==> src/hw/rtl/shs_pkg.sv <==
// Package for the streaming SHA-256 hasher: payload structs, controller/datapath
// command and status types, round constants, initial hash values, helper functions.
// No dependencies.
package shs_pkg;

	localparam int OP_W = 1;

	// operation codes of an input word
	localparam logic [OP_W-1:0] OP_ABSORB = 1'b0;
	localparam logic [OP_W-1:0] OP_FINISH = 1'b1;

	localparam logic [7:0] PAD_BYTE = 8'h80;
	localparam logic [5:0] FILL_LEN_POS = 6'd56;
	localparam logic [5:0] FILL_LAST = 6'd63;
	localparam logic [5:0] ROUND_LAST = 6'd63;
	localparam logic [2:0] WORD_LAST = 3'd7;

	typedef struct packed {
		logic [OP_W-1:0] operation;
		logic [7:0]      data_byte;
	} item_t;

	typedef struct packed {
		logic [31:0] digest_word;
		logic [2:0]  word_index;
		logic        last_word;
	} result_t;

	// source of a byte pushed into the block buffer
	typedef enum logic [1:0] {
		SEL_DATA,
		SEL_PAD,
		SEL_ZERO,
		SEL_LEN
	} byte_sel_t;

	typedef enum logic [2:0] {
		ST_IDLE,
		ST_PAD80,
		ST_PADZ,
		ST_LEN,
		ST_ROUND,
		ST_ADD,
		ST_EMIT
	} state_t;

	typedef struct packed {
		logic       push;
		byte_sel_t  byte_sel;
		logic [2:0] len_idx;
		logic       load_vars;
		logic       round;
		logic       add;
		logic       reset_chain;
		logic [2:0] out_idx;
	} dp_cmd_t;

	typedef struct packed {
		logic [5:0] fill;
		logic       round_last;
	} dp_stat_t;

	localparam logic [31:0] H_INIT [8] = '{
		32'h6a09e667, 32'hbb67ae85, 32'h3c6ef372, 32'ha54ff53a,
		32'h510e527f, 32'h9b05688c, 32'h1f83d9ab, 32'h5be0cd19
	};

	localparam logic [31:0] K_TAB [64] = '{
		32'h428a2f98, 32'h71374491, 32'hb5c0fbcf, 32'he9b5dba5,
		32'h3956c25b, 32'h59f111f1, 32'h923f82a4, 32'hab1c5ed5,
		32'hd807aa98, 32'h12835b01, 32'h243185be, 32'h550c7dc3,
		32'h72be5d74, 32'h80deb1fe, 32'h9bdc06a7, 32'hc19bf174,
		32'he49b69c1, 32'hefbe4786, 32'h0fc19dc6, 32'h240ca1cc,
		32'h2de92c6f, 32'h4a7484aa, 32'h5cb0a9dc, 32'h76f988da,
		32'h983e5152, 32'ha831c66d, 32'hb00327c8, 32'hbf597fc7,
		32'hc6e00bf3, 32'hd5a79147, 32'h06ca6351, 32'h14292967,
		32'h27b70a85, 32'h2e1b2138, 32'h4d2c6dfc, 32'h53380d13,
		32'h650a7354, 32'h766a0abb, 32'h81c2c92e, 32'h92722c85,
		32'ha2bfe8a1, 32'ha81a664b, 32'hc24b8b70, 32'hc76c51a3,
		32'hd192e819, 32'hd6990624, 32'hf40e3585, 32'h106aa070,
		32'h19a4c116, 32'h1e376c08, 32'h2748774c, 32'h34b0bcb5,
		32'h391c0cb3, 32'h4ed8aa4a, 32'h5b9cca4f, 32'h682e6ff3,
		32'h748f82ee, 32'h78a5636f, 32'h84c87814, 32'h8cc70208,
		32'h90befffa, 32'ha4506ceb, 32'hbef9a3f7, 32'hc67178f2
	};

	function automatic logic [31:0] big_s0(input logic [31:0] x);
		big_s0 = {x[1:0], x[31:2]} ^ {x[12:0], x[31:13]} ^ {x[21:0], x[31:22]};
	endfunction

	function automatic logic [31:0] big_s1(input logic [31:0] x);
		big_s1 = {x[5:0], x[31:6]} ^ {x[10:0], x[31:11]} ^ {x[24:0], x[31:25]};
	endfunction

	function automatic logic [31:0] sml_s0(input logic [31:0] x);
		sml_s0 = {x[6:0], x[31:7]} ^ {x[17:0], x[31:18]} ^ {3'b000, x[31:3]};
	endfunction

	function automatic logic [31:0] sml_s1(input logic [31:0] x);
		sml_s1 = {x[16:0], x[31:17]} ^ {x[18:0], x[31:19]} ^ {10'd0, x[31:10]};
	endfunction

endpackage

==> src/hw/rtl/shs_datapath.sv <==
// Datapath of the SHA-256 hasher: byte packer, 16-word block/schedule shift line,
// one-round-per-cycle compression, chaining words and bit counter.
// Depends on shs_pkg.
module shs_datapath
	import shs_pkg::*;
(
	input  logic     clk,
	input  logic     arst_n,
	input  dp_cmd_t  cmd,
	input  logic [7:0] data_byte,
	output dp_stat_t stat,
	output result_t  result
);

	logic [5:0]  fill_q;
	logic [63:0] bits_q;
	logic [23:0] acc_q;
	logic [31:0] w_q [16];
	logic [31:0] chain_q [8];
	logic [31:0] a_q, b_q, c_q, d_q, e_q, f_q, g_q, h_q;
	logic [5:0]  round_q;

	logic [7:0]  push_byte;
	logic [31:0] w_new, t1, t2;
	logic [5:0]  len_shift;

	// byte source
	assign len_shift = {3'd7 - cmd.len_idx, 3'b000};
	always_comb begin
		case (cmd.byte_sel)
			SEL_DATA: push_byte = data_byte;
			SEL_PAD:  push_byte = PAD_BYTE;
			SEL_ZERO: push_byte = 8'h00;
			SEL_LEN:  push_byte = 8'(bits_q >> len_shift);
			default:  push_byte = 8'h00;
		endcase
	end

	// message schedule and round arithmetic
	assign w_new = sml_s1(w_q[14]) + w_q[9] + sml_s0(w_q[1]) + w_q[0];
	assign t1 = h_q + big_s1(e_q) + ((e_q & f_q) ^ (~e_q & g_q)) + K_TAB[round_q] + w_q[0];
	assign t2 = big_s0(a_q) + ((a_q & b_q) ^ (a_q & c_q) ^ (b_q & c_q));

	// fill count and bit counter
	always_ff @(posedge clk or negedge arst_n) begin
		if (!arst_n) begin
			fill_q <= '0;
			bits_q <= '0;
		end else if (cmd.reset_chain) begin
			fill_q <= '0;
			bits_q <= '0;
		end else if (cmd.push) begin
			fill_q <= fill_q + 6'd1;
			if (cmd.byte_sel == SEL_DATA) begin
				bits_q <= bits_q + 64'd8;
			end
		end
	end

	// byte packer and block/schedule shift line
	always_ff @(posedge clk) begin
		if (cmd.push) begin
			acc_q <= {acc_q[15:0], push_byte};
			if (fill_q[1:0] == 2'd3) begin
				for (int i = 0; i < 15; i++) begin
					w_q[i] <= w_q[i+1];
				end
				w_q[15] <= {acc_q, push_byte};
			end
		end else if (cmd.round) begin
			for (int i = 0; i < 15; i++) begin
				w_q[i] <= w_q[i+1];
			end
			w_q[15] <= w_new;
		end
	end

	// working variables
	always_ff @(posedge clk) begin
		if (cmd.load_vars) begin
			a_q <= chain_q[0]; b_q <= chain_q[1]; c_q <= chain_q[2]; d_q <= chain_q[3];
			e_q <= chain_q[4]; f_q <= chain_q[5]; g_q <= chain_q[6]; h_q <= chain_q[7];
		end else if (cmd.round) begin
			h_q <= g_q; g_q <= f_q; f_q <= e_q; e_q <= d_q + t1;
			d_q <= c_q; c_q <= b_q; b_q <= a_q; a_q <= t1 + t2;
		end
	end

	// round counter
	always_ff @(posedge clk or negedge arst_n) begin
		if (!arst_n) begin
			round_q <= '0;
		end else if (cmd.load_vars) begin
			round_q <= '0;
		end else if (cmd.round) begin
			round_q <= round_q + 6'd1;
		end
	end

	// chaining words
	always_ff @(posedge clk or negedge arst_n) begin
		if (!arst_n) begin
			chain_q <= H_INIT;
		end else if (cmd.reset_chain) begin
			chain_q <= H_INIT;
		end else if (cmd.add) begin
			chain_q[0] <= chain_q[0] + a_q; chain_q[1] <= chain_q[1] + b_q;
			chain_q[2] <= chain_q[2] + c_q; chain_q[3] <= chain_q[3] + d_q;
			chain_q[4] <= chain_q[4] + e_q; chain_q[5] <= chain_q[5] + f_q;
			chain_q[6] <= chain_q[6] + g_q; chain_q[7] <= chain_q[7] + h_q;
		end
	end

	assign stat.fill = fill_q;
	assign stat.round_last = (round_q == ROUND_LAST);

	assign result.digest_word = chain_q[cmd.out_idx];
	assign result.word_index = cmd.out_idx;
	assign result.last_word = (cmd.out_idx == WORD_LAST);

	// a push that completes a block must start a compression
	a_full_loads: assert property (@(posedge clk) disable iff (!arst_n)
		cmd.push && fill_q == FILL_LAST |-> cmd.load_vars)
		else $error("block completed without compression start");

	// compression starts from round zero
	a_load_round0: assert property (@(posedge clk) disable iff (!arst_n)
		cmd.load_vars |=> round_q == 6'd0)
		else $error("round counter not cleared on load");

	// the shift line is never fed and rotated in the same cycle
	a_push_round: assert property (@(posedge clk) disable iff (!arst_n)
		!(cmd.push && cmd.round))
		else $error("byte push during a round");

endmodule

==> src/hw/rtl/shs_ctrl.sv <==
// Controller of the SHA-256 hasher: handshakes, padding sequence, round sequencing
// and digest output. Drives the datapath through dp_cmd_t; depends on shs_pkg.
module shs_ctrl
	import shs_pkg::*;
(
	input  logic     clk,
	input  logic     arst_n,
	input  logic     item_valid,
	output logic     item_stall,
	input  item_t    item,
	output logic     result_valid,
	input  logic     result_stall,
	input  dp_stat_t stat,
	output dp_cmd_t  cmd
);

	state_t     state_q, state_d;
	logic       fin_q, len_done_q;
	logic [2:0] len_q, emit_q;
	logic       take;

	assign take = item_valid && (state_q == ST_IDLE);

	// next state
	always_comb begin
		state_d = state_q;
		case (state_q)
			ST_IDLE: begin
				if (item_valid) begin
					if (item.operation == OP_FINISH) begin
						state_d = ST_PAD80;
					end else if (stat.fill == FILL_LAST) begin
						state_d = ST_ROUND;
					end
				end
			end
			ST_PAD80: state_d = (stat.fill == FILL_LAST) ? ST_ROUND : ST_PADZ;
			ST_PADZ: begin
				if (stat.fill == FILL_LEN_POS) begin
					state_d = ST_LEN;
				end else if (stat.fill == FILL_LAST) begin
					state_d = ST_ROUND;
				end
			end
			ST_LEN: if (len_q == WORD_LAST) state_d = ST_ROUND;
			ST_ROUND: if (stat.round_last) state_d = ST_ADD;
			ST_ADD: begin
				if (!fin_q) begin
					state_d = ST_IDLE;
				end else if (len_done_q) begin
					state_d = ST_EMIT;
				end else begin
					state_d = ST_PADZ;
				end
			end
			ST_EMIT: if (!result_stall && emit_q == WORD_LAST) state_d = ST_IDLE;
			default: state_d = ST_IDLE;
		endcase
	end

	// outputs
	always_comb begin
		cmd = '0;
		cmd.byte_sel = SEL_DATA;
		cmd.len_idx = len_q;
		cmd.out_idx = emit_q;
		item_stall = (state_q != ST_IDLE);
		result_valid = (state_q == ST_EMIT);
		case (state_q)
			ST_IDLE: begin
				if (item_valid && item.operation == OP_ABSORB) begin
					cmd.push = 1'b1;
					cmd.load_vars = (stat.fill == FILL_LAST);
				end
			end
			ST_PAD80: begin
				cmd.push = 1'b1;
				cmd.byte_sel = SEL_PAD;
				cmd.load_vars = (stat.fill == FILL_LAST);
			end
			ST_PADZ: begin
				cmd.byte_sel = SEL_ZERO;
				cmd.push = (stat.fill != FILL_LEN_POS);
				cmd.load_vars = (stat.fill == FILL_LAST);
			end
			ST_LEN: begin
				cmd.push = 1'b1;
				cmd.byte_sel = SEL_LEN;
				cmd.load_vars = (stat.fill == FILL_LAST);
			end
			ST_ROUND: cmd.round = 1'b1;
			ST_ADD: cmd.add = 1'b1;
			ST_EMIT: cmd.reset_chain = !result_stall && (emit_q == WORD_LAST);
			default: ;
		endcase
	end

	// state and sequence counters
	always_ff @(posedge clk or negedge arst_n) begin
		if (!arst_n) begin
			state_q <= ST_IDLE;
			fin_q <= 1'b0;
			len_done_q <= 1'b0;
			len_q <= '0;
			emit_q <= '0;
		end else begin
			state_q <= state_d;
			if (take && item.operation == OP_FINISH) begin
				fin_q <= 1'b1;
				len_q <= '0;
				len_done_q <= 1'b0;
				emit_q <= '0;
			end
			if (state_q == ST_LEN) begin
				len_q <= len_q + 3'd1;
				if (len_q == WORD_LAST) len_done_q <= 1'b1;
			end
			if (state_q == ST_EMIT && !result_stall) begin
				emit_q <= emit_q + 3'd1;
				if (emit_q == WORD_LAST) begin
					fin_q <= 1'b0;
					len_done_q <= 1'b0;
				end
			end
		end
	end

	// the last digest word returns the block to idle
	a_last_idle: assert property (@(posedge clk) disable iff (!arst_n)
		result_valid && !result_stall && emit_q == WORD_LAST |=> state_q == ST_IDLE)
		else $error("not idle after last digest word");

	// chaining update only right after the final round
	a_add_after_round: assert property (@(posedge clk) disable iff (!arst_n)
		state_q == ST_ROUND && stat.round_last |=> state_q == ST_ADD)
		else $error("final round not followed by chain update");

	// digest is shown only once the length is in
	a_emit_len: assert property (@(posedge clk) disable iff (!arst_n)
		result_valid |-> len_done_q && fin_q)
		else $error("digest output before length block");

endmodule

==> src/hw/rtl/sha256_stream_hasher_core.sv <==
// Streaming SHA-256 hasher, top level. An absorb word is taken while idle; the byte that fills a
// block starts 64 rounds (one per cycle in the shared round unit), then the chain add.
// Finish: the finish word, then the padding and length bytes with no push at offset 56, the
// compression of each block (one or two), then 8 digest words at one per unstalled cycle.
// Reset (arst_n, async, active low): initial hash values, empty buffer, zero bit count.
// Depends on shs_pkg, shs_ctrl, shs_datapath.
module sha256_stream_hasher_core
	import shs_pkg::*;
(
	input  logic    clk,
	input  logic    arst_n,
	input  logic    item_valid,
	output logic    item_stall,
	input  item_t   item,
	output logic    result_valid,
	input  logic    result_stall,
	output result_t result
);

	dp_cmd_t  cmd;
	dp_stat_t stat;

	shs_ctrl u_ctrl (
		.clk          (clk),
		.arst_n       (arst_n),
		.item_valid   (item_valid),
		.item_stall   (item_stall),
		.item         (item),
		.result_valid (result_valid),
		.result_stall (result_stall),
		.stat         (stat),
		.cmd          (cmd)
	);

	shs_datapath u_dp (
		.clk       (clk),
		.arst_n    (arst_n),
		.cmd       (cmd),
		.data_byte (item.data_byte),
		.stat      (stat),
		.result    (result)
	);

endmodule
==> config.mk <==
export PLATFORM = sky130hd
export DESIGN_NAME = sha256_stream_hasher_core
export DESIGN_NICKNAME = d
export VERILOG_FILES = /design/src/hw/rtl/shs_pkg.sv /design/src/hw/rtl/shs_datapath.sv /design/src/hw/rtl/shs_ctrl.sv /design/src/hw/rtl/sha256_stream_hasher_core.sv
export SDC_FILE = /design/constraint.sdc
export NUM_CORES = 2
export LEC_CHECK = 0
export BUFFER_PORTS_ARGS = -buffer_cell sky130_fd_sc_hd__buf_2
export CAP_MARGIN = 20
export CORE_ASPECT_RATIO = 1.1
export CORE_MARGIN = 10
export CORE_UTILIZATION = 44
export CTS_BUF_LIST = sky130_fd_sc_hd__clkbuf_16
export CTS_CLUSTER_DIAMETER = 80
export CTS_CLUSTER_SIZE = 14
export DETAILED_ROUTE_END_ITERATION = 8
export GPL_TIMING_DRIVEN = 0
export PLACE_DENSITY = 0.55
export SKIP_CTS_REPAIR_TIMING = 1
export SLEW_MARGIN = 0
export SYNTH_ARGS = -nofsm -noshare
export SYNTH_HDL_FRONTEND = slang
export SYNTH_SLANG_ARGS = --single-unit
==> constraint.sdc <==
create_clock -name clk -period 15.55 [get_ports clk]
set_input_delay 2.3325 -clock clk [delete_from_list [all_inputs] [get_ports clk]]
set_output_delay 2.3325 -clock clk [all_outputs]
set_load 0.02 [all_outputs]
==> impl_results.md <==
- Max incr delay on CP: 0.93 ns
- Mapped Area: 70730 um2
- Number of max-slew violations in the final report: 0
- DR WL/cell: 32.67 um
- Actual slew at the worst max-slew pin: 1.281 ns
- Yosys reg bits: 1132
- Max-cap check violation count: 0
- Hold Crit Class: flip-flop to flip-flop
- Vias post-DR: 55970
- DIE HEIGHT: 440.5 um
- Clock-pin slew on the worst setup and hold paths: 0.07 ns
- Synth Flop Type: edfxtp_1
- Core area: 159900 um2
- Worst-path maximum fanout: 12
- Final ANT Viol Nets: 0
- Initial Utilization: 44.22%
- GRT Overall Usage: 32.77%
- CP max stage cell: o21ai_0
- Die area: 177200 um2
- Drt total wl: 298.0 mm
- EDFF count, synth: 792
- Setup Skew: 0.07145 ns
- Dpl cell area: 74910 um2
- Synth Instances: 6717
- Crit start category: flip-flop
- DP Wirelength: 233.6 mm
- Final WS setup: 2.509 ns
- FFs w/ async S/R, synth: 30.04%
- Vias per Instance: 6.137
- Vias in the first global route: 54680
- CTS tree: built
- Area growth from synthesis to layout: 10.38%
- CTS Root Cell: clkbuf_16
- Status: completed
- Residual DRC count: 0
- Largest net degree at the start of global routing: 132
- Detailed Route Iter0 Violations: 6438
- Design Area, Final: 78070 um2
- Syn. warnings: 0
- Crit path time final: 13.04 ns
- Fraction of layout cells with a size suffix above 1: 8.640%
- CP Data Arrival Time: 13.54 ns
- Avg Cell Area, Syn: 10.53 um2
- Skew-Pair Late Insertion Delay: 0.81 ns
- Count of input and output buffers: 50
- Nets: 7558
- RSZ-0062 raised after global routing: no
- F_max: 76.68 MHz
- Num CTS Buffers: 102
- Critical Path Most Common Cell: o21ai_0
- # IOs: 51
- Critical path type: flip-flop to flip-flop
- Post-synth net total: 7325
- First drt pass iteration count: 6
- Antenna violations before repair: 35
- Post-synthesis cell type count: 92
- Hold Fails Final Rpt: 0
- Cell Rows: 154
- First-pass GRT wire length: 411.9 mm
- Setup_tns: 0 ns
- Gpl congestion: 1.040
- Required @ worst endpoint: 16.05 ns
- Seq/Total Area, Yosys: 45.90%
- Fin crit share: 83.86%
- Placement Setup Slack: 2.869 ns
- GRT overflow: 0
- CP Capture Type: flip-flop
- H-tree depth: 3
- Die width: 402.3 um
- Slew HR: 14.57%
- CTS Buffer Depth: 3
- Hold WS: 0.3898 ns
- Num Clock Sinks: 1132
- Setup-failing EPs final: 0
- Reg2reg setup slack: 2.51 ns
==> path summary, 6_finish.rpt <==
| path | to | from | cells after the start |
|---|---|---|---|
| setup / recovery | u_dp.a_q[31] | u_dp.round_q[0] | 35 |
| hold / removal | u_dp.w_q[0][72] | u_dp.w_q[0][104] | 0 |
| setup reg to reg | u_dp.a_q[31] | u_dp.round_q[0] | 35 |
| hold reg to reg | u_dp.w_q[0][72] | u_dp.w_q[0][104] | 0 |
| max in group asynchronous | u_dp.bits_q[51] | arst_n | 4 |
| min in group asynchronous | u_dp.chain_q[180] | arst_n | 1 |
==> cells by family after synthesis <==
group / synth area share (%)
adders and majority gates: 12.92
xor gates and xnor gates: 7.640
muxes: 3.872
buffers and inverters: 3.283
and+or+nand+nor: 12.13
AOI/OAI and AO/OA: 14.25
DFF: 45.90
==> synth_stat cells (34+ instances only) <==
master    number  share of area (%)
o21bai_1      44               0.47
o211ai_1      55               0.58
and3_1        45               0.40
fa_1         195                5.5
nand4_1       34               0.30
edfxtp_1     792                 34
xnor2_1      379                4.7
dfstp_2      136                5.1
o21ai_0      465                3.3
nor3_1       112               0.79
mux4_2        79                2.5
nand2_1      949                5.0
nand3_1      161                1.1
nand2b_1      67               0.59
nor2b_1       49               0.43
a21oi_1      492                3.5
o21a_1        69               0.73
xor2_1       238                2.9
inv_1        292                1.5
mux2i_1       34               0.48
clkbuf_1     267                1.4
mux2_2        55               0.88
o31ai_1       36               0.38
nor2_1       370                2.0
dfrtp_1      204                7.2
a211oi_1      47               0.50
a21o_1       170                1.8
a31oi_1       57               0.50
or3_1         52               0.46
buf_1         36               0.19
ha_1         400                7.1
==> metrics by stage <==
stage / std cells / utilization [%]
2_1_floorplan: 6717 / -
6_report: 9121 / 48.82
4_1_cts: 9117 / 48.79
3_3_place_gp: 8873 / 46.03
3_5_place_dp: 8949 / 46.84
5_1_grt: 9120 / 48.81
==> area by class of cell <==
class                      count  area [um2]
antenna                        1       2.502
timing repair buffer         129        1528
inverter                     296        1111
tap                         2106        2635
sequential                  1132       32460
multi-input combinational   4975       35980
fill                       14890       81860
clock inverter                66       571.8
buffer                       314        1226
clock buffer                 102        2552
==> layout by cell type, fill, tap and decap left out, types with 112 or more instances in the layout <==
master and count:
a21o_1 170, a21oi_1 492, clkbuf_1 257, dfrtp_1 204
dfstp_2 136, edfxtp_1 792, fa_1 195, ha_1 400
inv_1 324, nand2_1 947, nand3_1 161, nor2_1 368
nor3_1 112, o21ai_0 461, xnor2_1 379, xor2_1 238
==> state kept, by name (all words and copies together) (netlist names) <==
signal / flops
u_ctrl.len_done_q: 1
u_dp.bits_q: 61
u_dp.f_q: 32
u_dp.w_q: 512
u_dp.a_q: 32
u_dp.h_q: 32
u_dp.e_q: 32
u_dp.fill_q: 6
u_ctrl.fin_q: 1
u_dp.b_q: 32
u_dp.round_q: 6
u_dp.c_q: 32
u_ctrl.state_q: 3
u_ctrl.emit_q: 3
u_ctrl.len_q: 3
u_dp.d_q: 32
u_dp.chain_q: 256
u_dp.acc_q: 24
u_dp.g_q: 32
==> layer usage <==
layer | vias to the layer above | GRT usage [%] | wire length [um] | part of all wire, %
met1 | 27880 | 40.74 | 114700 | 39
met3 | 767 | 5.680 | 24030 | 8.1
met2 | 2793 | 51.62 | 133100 | 45
met4 | 24 | 23.62 | 25990 | 8.7
met5 | - | 0 | 160 | 0.054
li1 | 24510 | - | - | -
==> critical path: cells and delay by family (launching register included) <==
kind,cells,cell delay [ns]
AO/OA/AOI/OAI,14,5.11
adder cells (fa/ha/maj),7,2.83
buffers and inverters,7,2.24
AND/OR/NAND/NOR,4,1.05
XOR/XNOR,3,0.89
flip-flops,1,0.57
Power is left out: the tool's default activity adds up to more than one toggle a clock period on the data nets, which glitch-free logic cannot reach.
